**src/rtl/range_max_segment_tree_unit_macros.svh**
```systemverilog
// assertion helpers shared by the range maximum block
`ifndef RANGE_MAX_SEGMENT_TREE_UNIT_MACROS_SVH
`define RANGE_MAX_SEGMENT_TREE_UNIT_MACROS_SVH

// same-cycle implication
`define RMST_ASSERT_SAME(label, clk, rst, cond, expr) \
   label: assert property (@(posedge clk) disable iff (rst) (cond) |-> (expr)) \
      else $error("assertion failed");

// next-cycle implication
`define RMST_ASSERT_NEXT(label, clk, rst, cond, expr) \
   label: assert property (@(posedge clk) disable iff (rst) (cond) |=> (expr)) \
      else $error("assertion failed");

`endif

```
**src/rtl/rmst_pkg.sv**
```systemverilog
package rmst_pkg;

   localparam int ELEMENTS = 1024;
   localparam int NODES    = 2 * ELEMENTS;
   localparam int NODE_W   = $clog2(NODES);
   localparam int IDX_W    = NODE_W + 1;

   localparam int POS_W  = 10;
   localparam int DATA_W = 32;

   localparam logic signed [DATA_W-1:0] MOST_NEGATIVE = {1'b1, {(DATA_W-1){1'b0}}};

   typedef enum logic {
      CMD_UPDATE = 1'b0,
      CMD_QUERY  = 1'b1
   } command_type;

   typedef enum logic [6:0] {
      ST_CLEAR   = 7'b0000001,
      ST_IDLE    = 7'b0000010,
      ST_UPD_WR  = 7'b0000100,
      ST_UPD_CMP = 7'b0001000,
      ST_Q_LEFT  = 7'b0010000,
      ST_Q_RIGHT = 7'b0100000,
      ST_DONE    = 7'b1000000
   } state_type;

   typedef struct packed {
      logic signed [DATA_W-1:0] max_value;
      logic                     range_empty;
   } result_type;

   typedef struct packed {
      logic              wr_en;
      logic [NODE_W-1:0] wr_addr;
      logic [DATA_W-1:0] wr_data;
      logic [NODE_W-1:0] rd_addr;
   } mem_req_type;

endpackage

```
**src/rtl/rmst_max_unit.sv**
```systemverilog
module rmst_max_unit
   import rmst_pkg::*;
(
   input  logic signed [DATA_W-1:0] operand_a,
   input  logic signed [DATA_W-1:0] operand_b,
   output logic signed [DATA_W-1:0] larger
);

   assign larger = (operand_a > operand_b) ? operand_a : operand_b;

endmodule

```
**src/rtl/rmst_ctrl.sv**
```systemverilog
module rmst_ctrl
   import rmst_pkg::*;
(
   input  logic                     clock,
   input  logic                     reset,
   input  logic                     req_valid,
   output logic                     req_ready,
   input  command_type              command,
   input  logic [POS_W-1:0]         position,
   input  logic signed [DATA_W-1:0] new_value,
   input  logic [POS_W-1:0]         query_low,
   input  logic [POS_W-1:0]         query_high,
   output logic                     res_valid,
   output result_type               res,
   input  logic                     res_taken,
   output mem_req_type              mem_req,
   input  logic [DATA_W-1:0]        mem_rd_data
);

   localparam logic [IDX_W-1:0] ELEM_IDX = IDX_W'(ELEMENTS);
   localparam logic [IDX_W-1:0] LAST_IDX = IDX_W'(ELEMENTS - 1);
   localparam logic [IDX_W-1:0] LAST_NODE = IDX_W'(NODES - 1);
   localparam logic [IDX_W-1:0] ROOT_IDX = IDX_W'(1);

   state_type                state_ff, state_in;
   logic [IDX_W-1:0]         addr_ff, addr_in;
   logic [IDX_W-1:0]         right_ff, right_in;
   logic signed [DATA_W-1:0] cur_ff, cur_in;
   logic                     pend_ff, pend_in;
   logic                     empty_ff, empty_in;

   logic signed [DATA_W-1:0] larger;
   logic [IDX_W-1:0]         pos_idx;
   logic [IDX_W-1:0]         lo_idx;
   logic [IDX_W-1:0]         hi_idx;
   logic [IDX_W-1:0]         right_dec;

   rmst_max_unit u_max (
      .operand_a (cur_ff),
      .operand_b (mem_rd_data),
      .larger    (larger)
   );

   assign pos_idx   = IDX_W'(position);
   assign lo_idx    = IDX_W'(query_low);
   assign hi_idx    = (IDX_W'(query_high) > LAST_IDX) ? LAST_IDX : IDX_W'(query_high);
   assign right_dec = right_ff - ROOT_IDX;

   assign req_ready       = (state_ff == ST_IDLE);
   assign res_valid       = (state_ff == ST_DONE);
   assign res.max_value   = cur_ff;
   assign res.range_empty = empty_ff;

   always_comb begin
      state_in        = state_ff;
      addr_in         = addr_ff;
      right_in        = right_ff;
      cur_in          = cur_ff;
      pend_in         = pend_ff;
      empty_in        = empty_ff;
      mem_req.wr_en   = 1'b0;
      mem_req.wr_addr = addr_ff[NODE_W-1:0];
      mem_req.wr_data = cur_ff;
      mem_req.rd_addr = addr_ff[NODE_W-1:0];
      unique case (state_ff)
         ST_CLEAR: begin
            mem_req.wr_en   = 1'b1;
            mem_req.wr_data = MOST_NEGATIVE;
            if (addr_ff == LAST_NODE) begin
               state_in = ST_IDLE;
            end else begin
               addr_in = addr_ff + ROOT_IDX;
            end
         end
         ST_IDLE: begin
            if (req_valid) begin
               if (command == CMD_UPDATE) begin
                  if (pos_idx < ELEM_IDX) begin
                     addr_in  = ELEM_IDX + pos_idx;
                     cur_in   = new_value;
                     state_in = ST_UPD_WR;
                  end
               end else begin
                  cur_in  = MOST_NEGATIVE;
                  pend_in = 1'b0;
                  if (lo_idx > hi_idx || lo_idx >= ELEM_IDX) begin
                     empty_in = 1'b1;
                     state_in = ST_DONE;
                  end else begin
                     empty_in = 1'b0;
                     addr_in  = lo_idx + ELEM_IDX;
                     right_in = hi_idx + ELEM_IDX + ROOT_IDX;
                     state_in = ST_Q_LEFT;
                  end
               end
            end
         end
         ST_UPD_WR: begin
            mem_req.wr_en   = 1'b1;
            mem_req.rd_addr = addr_ff[NODE_W-1:0] ^ NODE_W'(1);
            if (addr_ff == ROOT_IDX) begin
               state_in = ST_IDLE;
            end else begin
               state_in = ST_UPD_CMP;
            end
         end
         ST_UPD_CMP: begin
            cur_in   = larger;
            addr_in  = addr_ff >> 1;
            state_in = ST_UPD_WR;
         end
         ST_Q_LEFT: begin
            if (pend_ff) begin
               cur_in = larger;
            end
            pend_in = 1'b0;
            if (addr_ff >= right_ff) begin
               state_in = ST_DONE;
            end else begin
               if (addr_ff[0]) begin
                  pend_in = 1'b1;
                  addr_in = addr_ff + ROOT_IDX;
               end
               state_in = ST_Q_RIGHT;
            end
         end
         ST_Q_RIGHT: begin
            if (pend_ff) begin
               cur_in = larger;
            end
            mem_req.rd_addr = right_dec[NODE_W-1:0];
            pend_in  = right_ff[0];
            addr_in  = addr_ff >> 1;
            right_in = right_ff >> 1;
            state_in = ST_Q_LEFT;
         end
         ST_DONE: begin
            if (res_taken) begin
               state_in = ST_IDLE;
            end
         end
         default: begin
            state_in = ST_IDLE;
         end
      endcase
   end

   always_ff @(posedge clock) begin
      if (reset) begin
         state_ff <= ST_CLEAR;
         addr_ff  <= '0;
         pend_ff  <= 1'b0;
      end else begin
         state_ff <= state_in;
         addr_ff  <= addr_in;
         pend_ff  <= pend_in;
      end
   end

   always_ff @(posedge clock) begin
      right_ff <= right_in;
      cur_ff   <= cur_in;
      empty_ff <= empty_in;
   end

endmodule

```
**config.mk**
```make
export PLATFORM = sky130hd
export DESIGN_NAME = rmst_ctrl
export DESIGN_NICKNAME = d
export VERILOG_FILES = /design/src/rtl/range_max_segment_tree_unit_macros.svh /design/src/rtl/rmst_pkg.sv /design/src/rtl/rmst_max_unit.sv /design/src/rtl/rmst_ctrl.sv
export SDC_FILE = /design/constraint.sdc
export NUM_CORES = 1
export LEC_CHECK = 0
export BUFFER_PORTS_ARGS = -buffer_cell sky130_fd_sc_hd__buf_2
export CAP_MARGIN = 20
export CORE_MARGIN = 5
export CORE_UTILIZATION = 56
export CTS_CLUSTER_SIZE = 8
export DETAILED_ROUTE_END_ITERATION = 12
export PLACE_DENSITY = 0.93
export SYNTH_ARGS = -nofsm -noshare
export SYNTH_HDL_FRONTEND = slang
export SYNTH_SLANG_ARGS = --single-unit
```
**constraint.sdc**
```tcl
create_clock -name clock -period 13.2 [get_ports clock]
set_input_delay 2.64 -clock clock [delete_from_list [all_inputs] [get_ports clock]]
set_output_delay 2.64 -clock clock [all_outputs]
set_load 0.005 [all_outputs]
```
==> impl_results.md, run 1 <==
- Status: complete, no violations
- Slowest cell on crit path: or4_1
- Grt ovf: 0
- Cell accounting for the most synthesized area: edfxtp_1
- Worst slew pin tran: 971 ps
- Worst-Skew Late Latency: 350 ps
- #FFs+latches synth: 65
- Routed vias/inst: 5.86
- Clock power frac: 0.344
- Seq/Total Area, Yosys: 0.317
- Count leader, synth: o21ai_0
- Clock Path Buffers: 2
- Post-DP HPWL: 12.8 mm
- Synth Instances: 663
- Largest cells by area after synthesis: edfxtp_1, ha_1, dfxtp_1
- Internal cell power: 394 uW
- Initial antenna violation count: 1
- Worst IR drop on VDD: 0.0494 mV
- Total wire length: 16.6 mm
- Post-CTS setup buffer count: 0
- Mean Syn Cell Area: 8.34 um^2
- Root Driver: clkbuf_8
- Drt first pass iters: 6
- Core ar.: 0.00968 mm^2
- Pwr Density: 85.1 mW/mm^2
- Final WS setup: 7720 ps
- Post-CTS Resized: 0
- Clock sinks: 65
- CP startpoint kind: flop
- Fin crit share: 0.415
- CTS tree: done
- Total track usage: 0.269
- Final Critical Period: 5480 ps
- Hold buffers post-CTS: 0
- Endpoint with the worst hold slack: pend_ff$_SDFFE_PP0P_
- Per-cell routed wire length: 17.2 um
- Flop2flop setup slack: 10010 ps
- Worst-path cell chain: or4_1 -> nor2_8 -> nand2_1 -> o21ai_0 -> buf_2
- Vias in the first global route: 5453
- Endpoints failing setup: 0
- Max Freq: 182 MHz
- Layout cells sized above 1: 0.277
- First-pass GRT wire length: 25.7 mm
- Number of CTS-inserted buffers: 9
- Chip Width: 109 um
- Setup TNS: 0 ps
- Mapped cell area: 0.00553 mm^2
- Min-delay worst type: flop to flop
- Boundary Pins: 189
- Sequential share of power: 0.413
- DRC Markers: 0
- Gp weighted congestion: 0.913
- CP Capture Type: primary output
- DR vias: 5658
- Synth cell count leaders: o21ai_0, inv_1, ha_1, nand2_1, nand3_1
- Most used DFF post-synth: edfxtp_1
- Final Max Tran Viols: 0
- Crit path max-delay family: simple AND/OR/NAND/NOR gates
- WP data arrival: 2840 ps
- Syn_nets: 821
- Largest net degree at the start of global routing: 64
- Die Ht: 109 um
- Clock slew at reported path FFs: 80 ps
- Netlist cell types: 67
- Post-synth top area share: 0.244
- Max incr delay on CP: 740 ps
- Fin. Hold Viols: 0
- Logic pwr share: 0.243
- Unrepaired setup endpoints after global routing: false
- WP data required: 10560 ps
- Min-delay src: pend_ff$_SDFFE_PP0P_
- R2R Path End: cur_ff[6]$_DFFE_PP_
- Total of max-cap violations: 0
- Leak: 3.17 nW
- WHS Path Cells: 2
- Fillers: 763
- Asr flop ratio synth: 0
- Routed Antenna Nets: 0
- R2r startpoint: state_ff[3]$_SDFFE_PP0P_
- # nets final: 984
- Starting Density: 0.571
- Row count: 36
- Buffers on Ports: 188
- Clk_skew: 12.5 ps
- Yosys warning count: 0
- Psw: 174 uW
- DP Worst Slack: 7920 ps
- DRT iter0 DRCs: 579
- Setup Crit Path Kind: flop to primary output
- Area Overhead vs Synth: 20.7%
- Post-synth EDFFs: 45
- Worst path buffer plus inverter count: 1
- Full die area: 0.0120 mm^2
- FF-to-FF path depth: 7
- Slew margin rel.: 0.351
- Sw Ratio: 0.306
- CTS H-tree lvls: 3
- Peak fanout along the critical path: 36
## final cells by class
type / instances / area [um^2] / area share
clock inverter: 7 / 103 / 0.0154
clock buffer: 9 / 124 / 0.0186
antenna: 1 / 2.50 / 0.000375
inverter: 63 / 236 / 0.0354
tap: 133 / 166 / 0.0249
multi-input combinational: 494 / 3310 / 0.495
timing repair buffer: 193 / 986 / 0.148
sequential: 65 / 1750 / 0.262
## power groups by stage
| stage | Sequential (mW) | Clock [mW] | Combinational (mW) |
|---|---|---|---|
| 2_1_floorplan | 0.234 | 0 | 0.0880 |
| 3_3_place_gp | 0.239 | 0 | 0.128 |
| 3_5_place_dp | 0.239 | 0 | 0.136 |
| 4_1_cts | 0.234 | 0.197 | 0.137 |
| 5_1_grt | 0.235 | 0.204 | 0.152 |
| 6_report | 0.234 | 0.195 | 0.138 |
## per-stage QoR
stage	instance area, um^2	instances	power, mW	hold WS [ps]	util
after global routing	6680	965	0.591	538	0.689
after detailed placement	6450	948	0.375	482	0.666
after global placement	6430	947	0.367	476	0.664
after CTS	6670	964	0.567	492	0.689
final	6680	965	0.568	497	0.689
after floorplan	5530	663	0.322	452	-
## registers in the layout, summed over array words and instances (netlist names)
signal	count
empty_ff	1
state_ff	7
pend_ff	1
cur_ff	32
right_ff	12
addr_ff	12
## placed cells by master, fill, tap and decap left out, drive strengths merged, types with 5 or more instances in the layout
master	count
nand3	52
and2	38
nand2	56
dfxtp	20
buf	193
o211ai	5
clkbuf	9
inv	64
mux2i	6
ha	59
nor2	41
a211oi	8
nor4	8
o21ai	73
nor3	11
xnor2	15
nand4	12
a31oi	9
a21oi	36
edfxtp	45
## kinds of logic after synthesis
family | after synthesis | synth area share
buffers and inverters | 104 | 0.0862
AND/OR/NAND/NOR | 246 | 0.238
adder cells (fa/ha/maj) | 59 | 0.133
AO/OA/AOI/OAI | 162 | 0.180
multiplexers | 10 | 0.0190
XOR/XNOR | 17 | 0.0269
flip-flops | 65 | 0.317
## worst max-delay path by stage
| stage | from | endpoint | slack [ps] | cells past startpoint |
|---|---|---|---|---|
| final | state_ff[6]$_SDFFE_PP0P_ | mem_req[4] | 7720 | 5 |
| after global routing | state_ff[6]$_SDFFE_PP0P_ | mem_req[4] | 7530 | 5 |
| after CTS | state_ff[6]$_SDFFE_PP0P_ | mem_req[4] | 7740 | 5 |
| after detailed placement | mem_rd_data[21] | cur_ff[6]$_DFFE_PP_ | 7920 | 11 |
| after global placement | mem_rd_data[21] | cur_ff[6]$_DFFE_PP_ | 8050 | 11 |
| after floorplan | mem_rd_data[21] | cur_ff[0]$_DFFE_PP_ | 7150 | 9 |
## worst register-to-register path: cells and delay by family (launching register included)
kind | cells | cell delay (ps)
and+or+nand+nor | 3 | 1160
buffers and inverters | 2 | 800
DFF | 1 | 490
AOI/OAI and AO/OA | 2 | 370
## per-layer routing
metal | track usage | vias up | part of all wire
met4 | 0.118 | 0 | 0.031
li1 | - | 2700 | -
met5 | 0 | - | 0
met3 | 0.0464 | 58 | 0.11
met2 | 0.469 | 338 | 0.48
met1 | 0.326 | 2562 | 0.39
(Power assumes the default switching activity.)
==> run 2: changes to the inputs <==
- CORE_UTILIZATION: 56 -> 47
- PLACE_DENSITY: 0.93 -> 0.84
- clock period: 13.2 -> 4.8 ns (I/O delays scaled with it)
==> impl_results.md, run 2 (synthesized netlist as in run 1, its figures left out) <==
- Status: complete, no violations
- Unrepaired setup endpoints after global routing: false
- Clock sinks: 65 (unchanged)
- Hold buffers post-CTS: 0 (unchanged)
- Slew margin rel.: 0.298 (-0.0527)
- Finished Core Util: 0.591 (-0.0982)
- Most frequent cells in the layout: buf_2, o21ai_0, inv_1
- Flip-flop count of the largest register after layout: 32 (unchanged)
- Leak: 3.22 nW (+1.3%)
- Final Critical Period: 3770 ps
- Endpoints failing setup: 0 (unchanged)
- Per-cell routed wire length: 16.3 um (-5.5%)
- Clock Path Buffers: 2 (unchanged)
- Peak fanout along the critical path: 36 (unchanged)
- Row count: 39 (+8.3%)
- Largest regs: cur_ff: 32 flops, addr_ff: 12 flops, right_ff: 12 flops
- Post-route insts no fill: 973 (+0.83%)
- Grt ovf: 0 (unchanged)
- Root Driver: clkbuf_16
- Critical path depth: 6 (+1)
- Setup Crit Path Kind: flop to primary output
- R2r startpoint: addr_ff[0]$_SDFFE_PP0P_
- First-pass GRT wire length: 25.2 mm (-1.8%)
- Internal cell power: 1.25 mW (+220%)
- Worst slew pin tran: 1050 ps (+80.3 ps)
- WHS Path Cells: 2 (unchanged)
- Sequential share of power: 0.374 (-0.039)
- DRC Markers: 0 (unchanged)
- Worst-path cell chain: or4_1 -> nor2_8 -> nand2_1 -> a31oi_1 -> o21ai_0 -> buf_2
- Clock power frac: 0.411 (+0.067)
- Pwr Density: 255 mW/mm^2 (+200%)
- Initial antenna violation count: 0 (-1)
- CTS H-tree lvls: 3 (unchanged)
- Top reg by flops: cur_ff
- Clk_skew: 8.74 ps (-3.76 ps)
- Drt first pass iters: 5 (-1)
- Dpl cells: 956 (+0.84%)
- DRT iter0 DRCs: 411 (-29%)
- Routed Antenna Nets: 0 (unchanged)
- Sw Ratio: 0.280 (-0.0262)
- Full die area: 0.0140 mm^2 (+17%)
- Max Freq: 265 MHz
- # nets final: 983 (-0.10%)
- Worst IR drop on VDD: 0.186 mV (+280%)
- Largest net degree at the start of global routing: 64 (unchanged)
- Total of max-cap violations: 0 (unchanged)
- Logic pwr share: 0.215 (-0.028)
- Setup TNS: 0 ps (unchanged)
- Buffers on Ports: 188 (unchanged)
- R2R Path End: addr_ff[7]$_SDFFE_PP0P_
- Max incr delay on CP: 730 ps (about the same)
- Routed vias/inst: 5.62 (-4.1%)
- Crit path max-delay family: simple AND/OR/NAND/NOR gates
- Psw: 484 uW (+180%)
- Starting Density: 0.482 (-0.0888)
- WP data arrival: 2810 ps (-30 ps)
- Clock slew at reported path FFs: 60 ps (-20 ps)
- Worst path buffer plus inverter count: 1 (unchanged)
- DR vias: 5469 (-3.3%)
- Post-CTS Resized: 0 (unchanged)
- Slowest cell on crit path: or4_1
- Min-delay worst type: flop to flop
- Boundary Pins: 189 (unchanged)
- CP startpoint kind: flop
- Most common cell after layout, fill and taps aside: buf_2
- Post-DP HPWL: 12.3 mm (-4.0%)
- CTS tree: done
- Gp weighted congestion: 0.887 (-2.8%)
- Final instance area: 0.00678 mm^2 (+1.5%)
- Total track usage: 0.216 (-0.0534)
- N_diodes: 0 (-1)
- Vias in the first global route: 5100 (-6.5%)
- Worst-Skew Late Latency: 330 ps (-20 ps)
- Chip Width: 118 um (+8.3%)
- Number of CTS-inserted buffers: 9 (unchanged)
- CP Capture Type: primary output
- FF-to-FF path depth: 9 (+2)
- Min-delay src: pend_ff$_SDFFE_PP0P_
- Core ar.: 0.0115 mm^2 (+18%)
- Die Ht: 118 um (+8.3%)
- Endpoint with the worst hold slack: pend_ff$_SDFFE_PP0P_
- Total wire length: 15.8 mm (-4.7%)
- Flop2flop setup slack: 1640 ps (-8370 ps)
- Post-CTS setup buffer count: 0 (unchanged)
- Final Max Tran Viols: 0 (unchanged)
- Fin. Hold Viols: 0 (unchanged)
- Layout cells sized above 1: 0.276 (-0.000871)
- WP data required: 3840 ps (-6720 ps)
- Placed inst area: 0.00644 mm^2 (-0.16%)
- Fin crit share: 0.786
- Area Overhead vs Synth: 22.6%
==> run 2: changes by cell type in the layout (fill, tap and decap cells not counted), sizes merged <==
| cell | before | now |
|---|---|---|
| buf | 193 | 192 |
| diode | 1 | 0 |
==> run 2: power by group through the flow <==
stage                     Sequential (mW)  Clock [mW]  Combinational (mW)
final                               0.647       0.710               0.372
after detailed placement            0.657           0               0.362
after global placement              0.657           0               0.354
after floorplan                     0.644           0               0.242
after CTS                           0.645       0.716               0.366
after global routing                0.649       0.747               0.416
==> run 2: metal layers <==
layer  vias to the layer above  share of wire  global-route usage  routed length [um]
li1                       2693              -                   -                   -
met1                      2474           0.40               0.274                6400
met2                       279           0.48               0.365                7670
met3                        23          0.093              0.0482                1480
met4                         0          0.018              0.0716                 291
met5                         -              0                   0                   0
==> run 2: cell type report <==
class | instances | area [um^2]
clock inverters | 7 | 101
repair buffers | 192 | 978
well taps | 143 | 179
inverters | 63 | 236
multi-input cells | 494 | 3310
clock buffers | 9 | 225
flip-flops and latches | 65 | 1750
fillers | 990 | 4690
==> run 2: how the worst max path moves through the flow <==
| stage | start | end |
|---|---|---|
| 2_1_floorplan | mem_rd_data[21] | cur_ff[0]$_DFFE_PP_ |
| 3_3_place_gp | mem_rd_data[21] | cur_ff[7]$_DFFE_PP_ |
| 3_5_place_dp | mem_rd_data[17] | cur_ff[7]$_DFFE_PP_ |
| 4_1_cts | state_ff[3]$_SDFFE_PP0P_ | mem_req[11] |
| 5_1_grt | state_ff[0]$_SDFFE_PP1P_ | mem_req[0] |
| 6_report | state_ff[0]$_SDFFE_PP1P_ | mem_req[0] |
==> run 2: stage by stage <==
step                worst slack (ps)  power [mW]  hold WS [ps]
global placement                1320        1.01           479
detailed placement              1300        1.02           485
finish                          1030        1.73           501
floorplan                        427       0.886           452
CTS                              936        1.73           500
global route                     817        1.81           550
==> run 2: worst min-delay path, delay by kind of cell, from the launching register on <==
family,cells,cell delay (ps)
DFF,1,330
and+or+nand+nor,1,70
AOI/OAI and AO/OA,1,50
